$ cat src/hdl/h2t_pkg.sv
// Shared types and constants for the HTML to plain text stream unit.
// No dependencies; imported by every module of the unit.
`default_nettype none
package h2t_pkg;

	localparam int TAG_NAME_MAX_DEF = 31;
	localparam int Q_DEPTH = 2;
	localparam int BURST_MAX = 5;

	// parser modes
	localparam logic [3:0] M_TEXT      = 4'd0;
	localparam logic [3:0] M_COLLAPSE  = 4'd1;
	localparam logic [3:0] M_TAG_START = 4'd2;
	localparam logic [3:0] M_TAG_NAME  = 4'd3;
	localparam logic [3:0] M_TAG_SKIP  = 4'd4;
	localparam logic [3:0] M_ENT       = 4'd5;
	localparam logic [3:0] M_NUM_START = 4'd6;
	localparam logic [3:0] M_NUM_DEC   = 4'd7;
	localparam logic [3:0] M_NUM_HEX   = 4'd8;

	localparam logic [16:0] CP_SAT = 17'h1FFFF;

	// named entities, byte k of the name at bits 8k
	localparam logic [5:0][39:0] ENT_NAME = {
		40'h3b7073626e, 40'h3b736f7061, 40'h3b746f7571,
		40'h00003b7467, 40'h00003b746c, 40'h003b706d61};
	localparam logic [5:0][2:0] ENT_LEN = {3'd5, 3'd5, 3'd5, 3'd3, 3'd3, 3'd4};
	localparam logic [5:0][7:0] ENT_CHAR = {8'h20, 8'h27, 8'h22, 8'h3e, 8'h3c, 8'h26};

	typedef struct packed {
		logic [7:0] in_byte;
		logic       end_of_input;
	} in_item_t;

	typedef struct packed {
		logic [7:0] out_byte;
		logic       run_last;
	} out_item_t;

	// all result bytes of one input byte, byte k at bits 8k
	typedef struct packed {
		logic [2:0]  count;
		logic [39:0] bytes;
	} burst_t;

endpackage
`default_nettype wire

$ cat src/hdl/html_to_plain_text_stream_unit.sv
// Top level of the HTML to plain text stream unit.
// Depends on h2t_pkg, h2t_front and h2t_back.
`default_nettype none
// The unit takes one HTML byte per cycle and yields plain text bytes: tags
// are stripped (some become line breaks), entities and numeric references
// are decoded to UTF-8, and newline runs collapse to one space outside pre.
// Each input transaction yields zero to five result bytes; run_last marks the
// last one of a transaction. The front parser decides all bytes of an input
// in the cycle it is accepted and writes them as one burst into a two-entry
// queue; the back end then delivers one byte per cycle while popped. An input
// that yields one byte thus flows at one transaction per cycle, while an
// input that yields n bytes holds the output until all n are popped, so the
// input stalls (full) once the queue holds two bursts. Inputs yielding no
// bytes write nothing into the queue, but they too wait while it is full.
// end_of_input flushes any open tag or reference and returns the parser,
// preformatted mode included, to its reset state.
module html_to_plain_text_stream_unit import h2t_pkg::*; #(
	parameter int TAG_NAME_MAX = TAG_NAME_MAX_DEF
) (
	input  wire logic     clk,
	input  wire logic     arst_n,
	input  wire logic     push,
	output logic          full,
	input  wire in_item_t item,
	output logic          empty,
	input  wire logic     pop,
	output out_item_t     result
);

	logic   take;
	logic   burst_valid;
	burst_t burst;

	// accept an input transaction whenever the queue has room
	assign take = push && !full;

	h2t_front #(
		.TAG_NAME_MAX(TAG_NAME_MAX)
	) u_front (
		.clk(clk),
		.arst_n(arst_n),
		.take(take),
		.item(item),
		.burst(burst),
		.burst_valid(burst_valid)
	);

	h2t_back u_back (
		.clk(clk),
		.arst_n(arst_n),
		.wr(burst_valid),
		.wr_burst(burst),
		.full(full),
		.empty(empty),
		.pop(pop),
		.result(result)
	);

	// a queued burst always carries one to five bytes
	a_burst_size: assert property (@(posedge clk) disable iff (!arst_n)
		burst_valid |-> (burst.count != 3'd0 && burst.count <= 3'(BURST_MAX)))
		else $error("burst size out of range");

	// a full queue always has a result on offer
	a_full_not_empty: assert property (@(posedge clk) disable iff (!arst_n)
		full |-> !empty)
		else $error("full queue reports empty");

	// the queue fills only after an accepted input
	a_full_after_push: assert property (@(posedge clk) disable iff (!arst_n)
		$rose(full) |-> $past(push))
		else $error("queue filled without an input");

endmodule
`default_nettype wire

$ cat src/hdl/h2t_front.sv
// Front end: parses one HTML byte per accepted transaction into a burst.
// Depends on h2t_pkg.
`default_nettype none
module h2t_front import h2t_pkg::*; #(
	parameter int TAG_NAME_MAX = TAG_NAME_MAX_DEF
) (
	input  wire logic     clk,
	input  wire logic     arst_n,
	input  wire logic     take,
	input  wire in_item_t item,
	output burst_t        burst,
	output logic          burst_valid
);

	localparam int TAG_CAP_I = (TAG_NAME_MAX < 31) ? TAG_NAME_MAX : 31;
	localparam logic [4:0] TAG_CAP = 5'(TAG_CAP_I);

	typedef struct packed {
		logic [3:0]  mode;
		logic        closing;
		logic [23:0] head;
		logic [4:0]  tlen;
		logic        pre;
		logic [31:0] epre;
		logic [2:0]  elen;
		logic [16:0] cp;
		logic [63:0] obuf;
		logic [3:0]  ocnt;
	} ctx_t;

	ctx_t cur, nxt;
	logic [3:0]  mode_q;
	logic        closing_q;
	logic [23:0] head_q;
	logic [4:0]  tlen_q;
	logic        pre_q;
	logic [31:0] epre_q;
	logic [2:0]  elen_q;
	logic [16:0] cp_q;

	function automatic ctx_t put(ctx_t x, logic [7:0] c);
		if (x.ocnt < 4'd8) begin
			x.obuf[8*x.ocnt[2:0] +: 8] = c;
			x.ocnt = x.ocnt + 4'd1;
		end
		return x;
	endfunction

	function automatic ctx_t text_byte(ctx_t x, logic [7:0] c);
		if (c == 8'h3c) begin
			x.mode = M_TAG_START;
			x.closing = 1'b0;
			x.head = '0;
			x.tlen = '0;
		end else if (c == 8'h26) begin
			x.mode = M_ENT;
			x.epre = '0;
			x.elen = '0;
		end else if (!x.pre && (c == 8'h0d || c == 8'h0a)) begin
			x = put(x, 8'h20);
			x.mode = M_COLLAPSE;
		end else begin
			x = put(x, c);
		end
		return x;
	endfunction

	function automatic ctx_t eval_tag(ctx_t x);
		logic t2, t1, t3;
		t1 = x.tlen == 5'd1;
		t2 = x.tlen == 5'd2;
		t3 = x.tlen == 5'd3;
		if (t2 && x.head[15:0] == 16'h7262) begin
			x = put(x, 8'h0a);
		end else if (t1 && x.head[7:0] == 8'h70) begin
			if (!x.closing) begin
				x = put(x, 8'h0a);
				x = put(x, 8'h0a);
			end
		end else if (t3 && x.head == 24'h766964) begin
			if (!x.closing) x = put(x, 8'h0a);
		end else if (t2 && x.head[15:0] == 16'h696c) begin
			if (!x.closing) begin
				x = put(x, 8'h0a);
				x = put(x, 8'h2d);
				x = put(x, 8'h20);
			end
		end else if (t2 && x.head[15:0] == 16'h7268) begin
			x = put(x, 8'h0a);
			x = put(x, 8'h2d);
			x = put(x, 8'h2d);
			x = put(x, 8'h2d);
			x = put(x, 8'h0a);
		end else if (t3 && x.head == 24'h657270) begin
			x.pre = !x.closing;
		end else if (t2 && (x.head[15:0] == 16'h3168 || x.head[15:0] == 16'h3268 ||
				x.head[15:0] == 16'h3368)) begin
			x = put(x, 8'h0a);
			if (!x.closing) x = put(x, 8'h0a);
		end
		x.mode = M_TEXT;
		return x;
	endfunction

	function automatic ctx_t tag_name_byte(ctx_t x, logic [7:0] c);
		logic [7:0] lc;
		lc = (c >= 8'h41 && c <= 8'h5a) ? c + 8'd32 : c;
		if (c == 8'h3e) begin
			x = eval_tag(x);
		end else if (c == 8'h20) begin
			x.mode = M_TAG_SKIP;
		end else begin
			if (x.tlen < 5'd3) x.head[8*x.tlen[1:0] +: 8] = lc;
			if (x.tlen < TAG_CAP) x.tlen = x.tlen + 5'd1;
			x.mode = (x.tlen >= TAG_CAP) ? M_TAG_SKIP : M_TAG_NAME;
		end
		return x;
	endfunction

	function automatic ctx_t replay(ctx_t x);
		logic [2:0] n;
		n = (x.elen > 3'd4) ? 3'd4 : x.elen;
		for (int k = 0; k < 4; k++) begin
			if (3'(k) < n) x = put(x, x.epre[8*k +: 8]);
		end
		x.epre = '0;
		x.elen = '0;
		return x;
	endfunction

	function automatic ctx_t entity_byte(ctx_t x, logic [7:0] c);
		logic [2:0] n;
		logic       hit, partial, ok;
		logic [7:0] hit_c;
		n = (x.elen > 3'd4) ? 3'd4 : x.elen;
		hit = 1'b0;
		partial = 1'b0;
		hit_c = '0;
		for (int i = 0; i < 6; i++) begin
			ok = ENT_LEN[i] > n && ENT_NAME[i][8*n +: 8] == c;
			for (int k = 0; k < 4; k++) begin
				if (3'(k) < n && x.epre[8*k +: 8] != ENT_NAME[i][8*k +: 8]) ok = 1'b0;
			end
			if (ok && n + 3'd1 == ENT_LEN[i]) begin
				hit = 1'b1;
				hit_c = ENT_CHAR[i];
			end else if (ok) begin
				partial = 1'b1;
			end
		end
		if (n == 3'd0 && c == 8'h23) begin
			x.mode = M_NUM_START;
			x.cp = '0;
		end else if (hit) begin
			x = put(x, hit_c);
			x.epre = '0;
			x.elen = '0;
			x.mode = M_TEXT;
		end else if (partial && n < 3'd4) begin
			x.epre[8*n[1:0] +: 8] = c;
			x.elen = n + 3'd1;
		end else begin
			x = replay(x);
			x.mode = M_TEXT;
			x = text_byte(x, c);
		end
		return x;
	endfunction

	function automatic ctx_t emit_utf8(ctx_t x);
		if (x.cp < 17'h80) begin
			x = put(x, x.cp[7:0]);
		end else if (x.cp < 17'h800) begin
			x = put(x, {3'b110, x.cp[10:6]});
			x = put(x, {2'b10, x.cp[5:0]});
		end else if (x.cp < 17'h10000) begin
			x = put(x, {4'b1110, x.cp[15:12]});
			x = put(x, {2'b10, x.cp[11:6]});
			x = put(x, {2'b10, x.cp[5:0]});
		end
		return x;
	endfunction

	function automatic ctx_t numeric_byte(ctx_t x, logic [7:0] c);
		logic        hex, dv;
		logic [3:0]  d;
		logic [21:0] v;
		hex = x.mode == M_NUM_HEX;
		dv = 1'b1;
		d = '0;
		if (c >= 8'h30 && c <= 8'h39) d = 4'(c - 8'h30);
		else if (hex && c >= 8'h61 && c <= 8'h66) d = 4'(c - 8'h57);
		else if (hex && c >= 8'h41 && c <= 8'h46) d = 4'(c - 8'h37);
		else dv = 1'b0;
		v = (hex ? {1'b0, x.cp, 4'b0} : 22'(x.cp) * 22'd10) + 22'(d);
		if (x.mode == M_NUM_START && (c == 8'h78 || c == 8'h58)) begin
			x.mode = M_NUM_HEX;
		end else if (dv) begin
			x.cp = (v > 22'(CP_SAT)) ? CP_SAT : v[16:0];
			if (x.mode == M_NUM_START) x.mode = M_NUM_DEC;
		end else begin
			x = emit_utf8(x);
			x.cp = '0;
			x.mode = M_TEXT;
			if (c != 8'h3b) x = text_byte(x, c);
		end
		return x;
	endfunction

	always_comb begin
		cur = '0;
		cur.mode = mode_q;
		cur.closing = closing_q;
		cur.head = head_q;
		cur.tlen = tlen_q;
		cur.pre = pre_q;
		cur.epre = epre_q;
		cur.elen = elen_q;
		cur.cp = cp_q;
		nxt = cur;
		unique case (cur.mode)
			M_COLLAPSE: begin
				if (!(item.in_byte == 8'h0d || item.in_byte == 8'h0a ||
						item.in_byte == 8'h20 || item.in_byte == 8'h09)) begin
					nxt.mode = M_TEXT;
					nxt = text_byte(nxt, item.in_byte);
				end
			end
			M_TAG_START: begin
				if (item.in_byte == 8'h2f) begin
					nxt.closing = 1'b1;
					nxt.mode = M_TAG_NAME;
				end else begin
					nxt = tag_name_byte(nxt, item.in_byte);
				end
			end
			M_TAG_NAME: nxt = tag_name_byte(nxt, item.in_byte);
			M_TAG_SKIP: if (item.in_byte == 8'h3e) nxt = eval_tag(nxt);
			M_ENT: nxt = entity_byte(nxt, item.in_byte);
			M_NUM_START, M_NUM_DEC, M_NUM_HEX: nxt = numeric_byte(nxt, item.in_byte);
			default: begin
				nxt.mode = M_TEXT;
				nxt = text_byte(nxt, item.in_byte);
			end
		endcase
		if (item.end_of_input) begin
			priority case (nxt.mode)
				M_TAG_START, M_TAG_NAME, M_TAG_SKIP: nxt = eval_tag(nxt);
				M_ENT: nxt = replay(nxt);
				M_NUM_START, M_NUM_DEC, M_NUM_HEX: nxt = emit_utf8(nxt);
				default: ;
			endcase
			nxt.mode = M_TEXT;
			nxt.closing = 1'b0;
			nxt.head = '0;
			nxt.tlen = '0;
			nxt.pre = 1'b0;
			nxt.epre = '0;
			nxt.elen = '0;
			nxt.cp = '0;
		end
		burst.bytes = nxt.obuf[39:0];
		burst.count = (nxt.ocnt > 4'(BURST_MAX)) ? 3'(BURST_MAX) : nxt.ocnt[2:0];
		burst_valid = take && burst.count != 3'd0;
	end

	always_ff @(posedge clk or negedge arst_n) begin
		if (!arst_n) begin
			mode_q <= M_TEXT;
			closing_q <= 1'b0;
			head_q <= '0;
			tlen_q <= '0;
			pre_q <= 1'b0;
			epre_q <= '0;
			elen_q <= '0;
			cp_q <= '0;
		end else if (take) begin
			mode_q <= nxt.mode;
			closing_q <= nxt.closing;
			head_q <= nxt.head;
			tlen_q <= nxt.tlen;
			pre_q <= nxt.pre;
			epre_q <= nxt.epre;
			elen_q <= nxt.elen;
			cp_q <= nxt.cp;
		end
	end

endmodule
`default_nettype wire

$ cat src/hdl/h2t_back.sv
// Back end: holds bursts in a short queue and hands out one byte per pop.
// Depends on h2t_pkg.
`default_nettype none
module h2t_back import h2t_pkg::*; (
	input  wire logic   clk,
	input  wire logic   arst_n,
	input  wire logic   wr,
	input  wire burst_t wr_burst,
	output logic        full,
	output logic        empty,
	input  wire logic   pop,
	output out_item_t   result
);

	localparam int PW = (Q_DEPTH > 1) ? $clog2(Q_DEPTH) : 1;
	localparam int CW = $clog2(Q_DEPTH + 1);

	burst_t         mem_q [Q_DEPTH];
	logic [PW-1:0]  wr_ptr_q, rd_ptr_q;
	logic [CW-1:0]  cnt_q;
	logic [2:0]     idx_q;
	burst_t         head;
	logic           last_byte, done;

	assign head = mem_q[rd_ptr_q];
	assign full = cnt_q == CW'(Q_DEPTH);
	assign empty = cnt_q == '0;
	assign last_byte = idx_q == head.count - 3'd1;
	assign done = pop && !empty && last_byte;
	assign result.out_byte = head.bytes[8*idx_q +: 8];
	assign result.run_last = last_byte;

	always_ff @(posedge clk) begin
		if (wr) mem_q[wr_ptr_q] <= wr_burst;
	end

	always_ff @(posedge clk or negedge arst_n) begin
		if (!arst_n) begin
			wr_ptr_q <= '0;
			rd_ptr_q <= '0;
			cnt_q <= '0;
			idx_q <= '0;
		end else begin
			if (wr) wr_ptr_q <= (wr_ptr_q == PW'(Q_DEPTH - 1)) ? '0 : wr_ptr_q + 1'b1;
			if (done) rd_ptr_q <= (rd_ptr_q == PW'(Q_DEPTH - 1)) ? '0 : rd_ptr_q + 1'b1;
			// advance within the burst, drop the burst on its last byte
			if (pop && !empty) idx_q <= last_byte ? 3'd0 : idx_q + 3'd1;
			cnt_q <= cnt_q + CW'(wr) - CW'(done);
		end
	end

endmodule
`default_nettype wire
$ cat config.mk
export PLATFORM = sky130hd
export DESIGN_NAME = html_to_plain_text_stream_unit
export DESIGN_NICKNAME = d
export VERILOG_FILES = /design/src/hdl/h2t_pkg.sv /design/src/hdl/html_to_plain_text_stream_unit.sv /design/src/hdl/h2t_front.sv /design/src/hdl/h2t_back.sv
export SDC_FILE = /design/constraint.sdc
export NUM_CORES = 1
export LEC_CHECK = 0
export BUFFER_PORTS_ARGS = -buffer_cell sky130_fd_sc_hd__buf_4
export CORE_MARGIN = 5
export CORE_UTILIZATION = 25
export CTS_CLUSTER_SIZE = 12
export DETAILED_ROUTE_END_ITERATION = 10
export PLACE_DENSITY = 0.39
export SETUP_SLACK_MARGIN = 0.5
export SLEW_MARGIN = 10
export SYNTH_ARGS = -nofsm -noshare
export SYNTH_HDL_FRONTEND = slang
export SYNTH_HIERARCHICAL = 1
export SYNTH_SLANG_ARGS = --single-unit
$ cat constraint.sdc
create_clock -name clk -period 13.8 [get_ports clk]
set_clock_uncertainty 0.15 [all_clocks]
set_input_delay 2.76 -clock clk [delete_from_list [all_inputs] [get_ports clk]]
set_output_delay 2.76 -clock clk [all_outputs]
set_load 0.01 [all_outputs]
=== Word level (Yosys, flattened, before mapping) ===
Memories as Yosys holds them, arrays and structs flattened.
Index checks and enable logic that the tools add are counted.

* Register bits: 94
* Output and inout port bits: 11
* Input port bits: 13
* Memory bits (writable): 86
* Memories kept: 1

{| class="wikitable"
|+ Memories
! memory !! words !! bits a word !! read ports !! clocked after Yosys merged registers in !! wr ports !! line !! text
|-
| u_back.mem_q || 2 || 43 || 1 || 0 || 1 || h2t_back.sv:18 || <nowiki>burst_t mem_q [Q_DEPTH];</nowiki>
|}

* Multipliers: 1
* Shifts and indexed selects: 111
* Reduce and logical (&&, ||, !) cells: 82
* $lt $le $gt $ge: 80
* Equal/unequal tests: 80
* Add/subtract/negate cells: 109
* Mux-type cells: 555

{| class="wikitable"
|+ Operators with widths
! kind !! count
|-
| $mux 68 || 242
|-
| $mux 151 || 48
|-
| $bwmux 64 || 53
|-
| $shift 8x34->64 const A || 47
|-
| $shiftx 8x34->64 const A || 35
|-
| $mux 155 || 11
|-
| $neg 6->34 || 47
|-
| $shiftx 8x34->64 || 18
|-
| $mux 120 || 9
|-
| $pmux 155 s6 || 1
|-
| $mux 12 || 51
|-
| $mux 121 || 5
|-
| $mux 152 || 3
|-
| $mux 85 || 4
|-
| $shiftx 40x7->8 const A || 6
|-
| $pmux 68 s3 || 1
|-
| $add 4x1->4 const B || 47
|-
| $lt 4x4->1 const B || 47
|-
| $mux 35 || 5
|-
| $mux 150 || 1
|-
| $mux 66 || 2
|-
| $ne 8x7->1 const B || 16
|-
| $mux 29 || 4
|-
| $mux 34 || 3
|-
| 74 further kinds || 312
|}

=== Depth between registers and ports, before layout ===
* Depth after elaboration: 134
* Mapped depth: 50
* Depth with buffers taken out: 37

=== Cells and area by module ===
Netlist, hierarchy kept.

{| class="wikitable"
|+ By module, submodules not included
! module !! instances !! sequential area each (µm²) !! cells each !! area an instance (µm²)
|-
| h2t_front || 1 || 2,177.1 || 3,031 || 20,647.3
|-
| h2t_back || 1 || 2,757.6 || 179 || 3,698.5
|-
| html_to_plain_text_stream_unit || 1 || 0.0 || 1 || 13.8
|}

=== Worst setup path after synthesis ===
OpenSTA, ideal clock, no wires.

* Path type: input-to-reg
* From: input port item[2] (netlist bit)
* To: memory u_back/mem_q[0][0] (netlist bit), enable pin
* Buffers on the path: 11
* Stages: 42
* Data arrival time: 12.895 ns
* Path slack: 0.307 ns
* Cells stage by stage: clkbuf_1 buf_2 inv_1 ha_1 or4b_1 o21ai_0 o32ai_2 nor3_2 a21oi_1 o21ai_1 or2_1 buf_4 clkbuf_1 buf_1 ha_1 clkbuf_1 clkbuf_1 clkbuf_1 [6 not listed] inv_1 ha_1 o211a_1 o22ai_4 ha_1 clkbuf_1 nand2_1 o21ai_0 inv_1 ha_1 mux2i_1 a32oi_1 o211ai_1 nand2_1 a211oi_1 a21oi_1 o31a_1 nor2b_1

* Word-level cells in the longest chain between the ends: 77
* Elaborated cells on any way between the ends: 371
* Classes of those cells: add/sub (20); order compare (32); eq/ne (37); shift (1); mux (240); reduce/logical (41)

{| class="wikitable"
|+ Ends and longest elaborated chain
! what !! line !! text
|-
| start, declared || html_to_plain_text_stream_unit.sv:24 || <nowiki>input wire in_item_t item,</nowiki>
|-
| $eq 8x8->1 || h2t_front.sv:140 || <nowiki>ok = ENT_LEN[i] > n && ENT_NAME[i][8*n +: 8] == c;</nowiki>
|-
| $logic_and 1x1->1 || h2t_front.sv:140 ||
|-
| $mux 1 (4 in series) || h2t_front.sv:142 || <nowiki>if (3'(k) < n && x.epre[8*k +: 8] != ENT_NAME[i][8*k +: 8]) ok = 1'b0;</nowiki>
|-
| $mux 1 || h2t_front.sv:221 || <nowiki>unique case (cur.mode)</nowiki>
|-
| $mux 1 or $logic_and 1x1->1 (tied branches) || h2t_front.sv:147, h2t_front.sv:144 ||
|-
| $mux 1 || h2t_front.sv:144 || <nowiki>if (ok && n + 3'd1 == ENT_LEN[i]) begin</nowiki>
|-
| $mux 1 || h2t_front.sv:147 || <nowiki>end else if (ok) begin</nowiki>
|-
| $mux 1 || h2t_front.sv:144 ||
|-
| [59 not listed] || n/a ||
|-
| $mux 155 (*) || h2t_front.sv:246 || <nowiki>if (item.end_of_input) begin</nowiki>
|-
| $gt 4x3->1 || h2t_front.sv:263 || <nowiki>burst.count = (nxt.ocnt > 4'(BURST_MAX)) ? 3'(BURST_MAX) : nxt.ocnt[2:0];</nowiki>
|-
| $mux 3 (*) || h2t_front.sv:263 ||
|-
| $reduce_bool 3->1 (*) || h2t_front.sv:264 || <nowiki>burst_valid = take && burst.count != 3'd0;</nowiki>
|-
| $logic_and 1x1->1 (*) || h2t_front.sv:264 ||
|-
| named net burst_valid || html_to_plain_text_stream_unit.sv:31 || <nowiki>logic burst_valid;</nowiki>
|-
| $mux 1 (*) || h2t_back.sv:34 || <nowiki>if (wr) mem_q[wr_ptr_q] <= wr_burst;</nowiki>
|-
| $mux 1 (implied by the code) (*) || h2t_back.sv:34 ||
|-
| end, declared || h2t_back.sv:18 ||
|}

Mark *: on every way through the listed nets, which the timed path passes. The rest lies on a longest branch. The select of a mux whose other input is x is not followed.

=== Worst setup path in the final report ===
* From: input port item[1] (netlist bit)
* To: memory u_back/mem_q[0][36] (netlist bit), enable pin

Same word-level chain as after synthesis.

==> reports/metrics.yaml <==
status: "complete, no violations"
stdcell_count: 4376
yosysWarnings: 6
utilization_pct: 27.3
syn_inst: 3211
crit_required_ns: 13.80
drive_gt1_share_pct: 9.71
synth.distinct_cells: 132
ys_ff_latch: 180
startpoint: "item[1]"
hold_ws_ns: 0.380
crit_end: "u_back/mem_q[0][36]$_DFFE_PP_"
ctsResizeCount: 0
rsz0062_at_grt: "false"
grtUsageMet2_pct: 39.4
worst_hold_path_type: "register to register"
synth-simple-area-share_pct: 25.1
design.core.area_um2: 96700
met3_usage_pct: 4.56
ctsHtreeMaxLevel: 4
powerDensity_nw_per_um2: 132
grt_pass1_wl_mm: 202
arrival_ns: 11.86
synth_top_area_share_pct: 10.6
synth_xor_area_share_pct: 2.55
core.rowCount: 114
synth_nets: 3327
min_period_over_period_pct: 85.9
fin_crit_ns: 11.86
critPathMaxFanout: 43
drtPass1Iterations: 6
rr_endpoint: "u_back/mem_q[0][36]$_DFFE_PP_"
grt_pass1_vias: 26225
vias: 28119
fin_area_um2: 26400
syn_area_um2: 24400
grt_use_met1_pct: 36.8
die_area_um2: 104000
synth_top_area_cell: "edfxtp_1"
hold_buffers: 0
reg2reg_setup_slack_ns: 2.84
cts_root_buf: "clkbuf_16"
die_w_um: 322
antenna_left: 0
leakage_nw: 9.51
io_pins: 24
grt_max_degree: 56
dieHeight_um: 322
n_antenna_cell: 0
portBuffers: 23
synth_top_family_by_area: "compound AO/OA/AOI/OAI gates"
dpl-instance-area_um2: 25800
place_inst: 4344
post_cts_buffers: 0
first_iter_violations: 4015
grtUsageTotal_pct: 26.5
post_drt_wl_per_cell_um: 32.8
antenna_found_initial: 1
synth_edf_count: 86
ir_drop_mv: 0.105
hpwl_mm: 109
max-clock-path-buffers: 2
syn_avg_cell_area_um2: 7.59
cts_tree: "built"
setup_tns_ns: 0
cts_made_buffers: 17
clk_pin_slew_ns: 0.08
cap_violations: 0
cpLargestDelayFamily: "compound AO/OA/AOI/OAI gates"
max_freq_mhz: 84.3
critPathMaxStageDelay_ns: 0.64
drv_slew: 0
worst-path-stages: 34
start_util_pct: 25.2
wl_mm: 144
cp_common_cell: "ha_1"
rr_startpoint: "u_front/elen_q[2]$_DFFE_PN0P_"
drc: 0
synth_compound_area_share_pct: 35.4
grt-ovfl-total: 0
area_growth_pct: 8.41
worst_slack_ns: 1.94
critical_path_class: "input port to register"
ys.flop_type: "dfrtp_1"
ys_async_sr_fraction_pct: 52.2
ys_seq_area_share_pct: 20.3
synthTopCellsByArea: "edfxtp_1 11%, dfrtp_1 9.7%, ha_1 5.2%"
clk_latency_ns: 0.53
layout.nets: 3203
via_per_inst: 6.43
report.power.total_mw: 3.49
crit_path_top_delay_cell: "o31a_1"
r2r_cells: 33
cts.sinks: 180
startpoint_type: "input port"
synth_fa_ha_area_share_pct: 5.35
setup_viol: 0
endpoint_kind: "register"
hold_viol: 0
grt_busiest_layer: "met2"
synthMuxAreaShare_pct: 4.26
worstMarginPinSlew_ns: 1.32
gp_congestion: 1.00
post-place-ws_ns: 1.67
crit_buf_inv: 7
max-slew-margin-rel_pct: 12.1
power by group:
group	total, mW	internal (mW)	switching [mW]	leakage (nW)
registers	0.812	0.689	0.123	2.10
clock network	0.559	0.266	0.293	0.309
logic	2.12	0.678	1.44	7.10
total	3.49	1.63	1.86	9.51
cell families after synthesis:
| logic type | Yosys count |
|---|---|
| compound gates | 1241 |
| simple gates | 1152 |
| buf+inv | 392 |
| flops | 180 |
| fa+ha+maj | 103 |
| mux | 79 |
| xor+xnor | 64 |
cells in the final DEF (no fill, tap or decap), drive strengths merged, types with 94 or more instances in the layout:
cell and instances:
nand2 307, o21ai 248, a21oi 244, nor2 234, buf 140, nand3 118, inv 118, ha 101
nor3 96, dfrtp 94
how the worst min path moves through the flow:
stage	from	endpoint	slack, ns	depth (start not counted)
after floorplan	u_back/wr_ptr_q$_DFFE_PN0P_	u_back/wr_ptr_q$_DFFE_PN0P_	0.32	1
after global placement	u_front/head_q[6]$_DFFE_PN0P_	u_front/head_q[6]$_DFFE_PN0P_	0.36	1
after detailed placement	u_front/head_q[15]$_DFFE_PN0P_	u_front/head_q[15]$_DFFE_PN0P_	0.36	1
after CTS	u_front/head_q[15]$_DFFE_PN0P_	u_front/head_q[15]$_DFFE_PN0P_	0.38	1
after global routing	u_front/head_q[15]$_DFFE_PN0P_	u_front/head_q[15]$_DFFE_PN0P_	0.40	1
final	u_front/head_q[15]$_DFFE_PN0P_	u_front/head_q[15]$_DFFE_PN0P_	0.38	1
synth_stat cells, drive strengths merged, types with 24 or more instances:
library cell	instances
nand2	307
o21ai	248
a21oi	244
nor2	234
clkbuf	186
nand3	118
inv	109
ha	101
buf	97
nor3	96
dfrtp	94
edfxtp	86
a31oi	74
o22ai	74
o211ai	66
nand4	59
a22oi	56
mux2i	56
a22o	51
a211oi	50
xnor2	43
and3	37
nor4	34
nor2b	32
o31ai	32
a32oi	30
and2	30
a221oi	29
a21o	28
o2bb2ai	28
nand2b	26
o21a	26
or3	26
nor3b	24
registers in the layout, summed over array words and instances, names as in the netlist:
name	cells
u_back/mem_q	86
u_front/tlen_q	5
u_back/rd_ptr_q	1
u_back/wr_ptr_q	1
u_front/pre_q	1
u_front/mode_q	4
u_back/idx_q	3
u_front/elen_q	3
u_front/closing_q	1
u_front/epre_q	32
u_back/cnt_q	2
u_front/head_q	24
u_front/cp_q	17
cell type report:
| cell class | count | area [um^2] |
|---|---|---|
| clock buffers | 17 | 425 |
| clock inverters | 15 | 210 |
| fillers | 10709 | 70300 |
| inverters | 109 | 409 |
| multi-input cells | 2639 | 17800 |
| flip-flops and latches | 180 | 4940 |
| well taps | 1276 | 1600 |
| repair buffers | 140 | 1060 |
layer usage:
metal,part of all wire [%],up-vias,routed length (um)
met1,44,14022,62600
met5,0.0091,-,13
li1,-,12219,-
met4,6.2,2,8840
met2,42,1570,60600
met3,8.1,306,11600
worst register-to-register path, delay by kind of cell (launching register included):
family                     cells  cell delay [ns]
and+or+nand+nor               11             3.49
AOI/OAI and AO/OA             10             2.66
buffers and inverters          8             2.37
adders and majority gates      3             1.35
DFF                            1             0.37
xor gates and xnor gates       1             0.18
No activity file was read; power rests on OpenSTA's default activity.
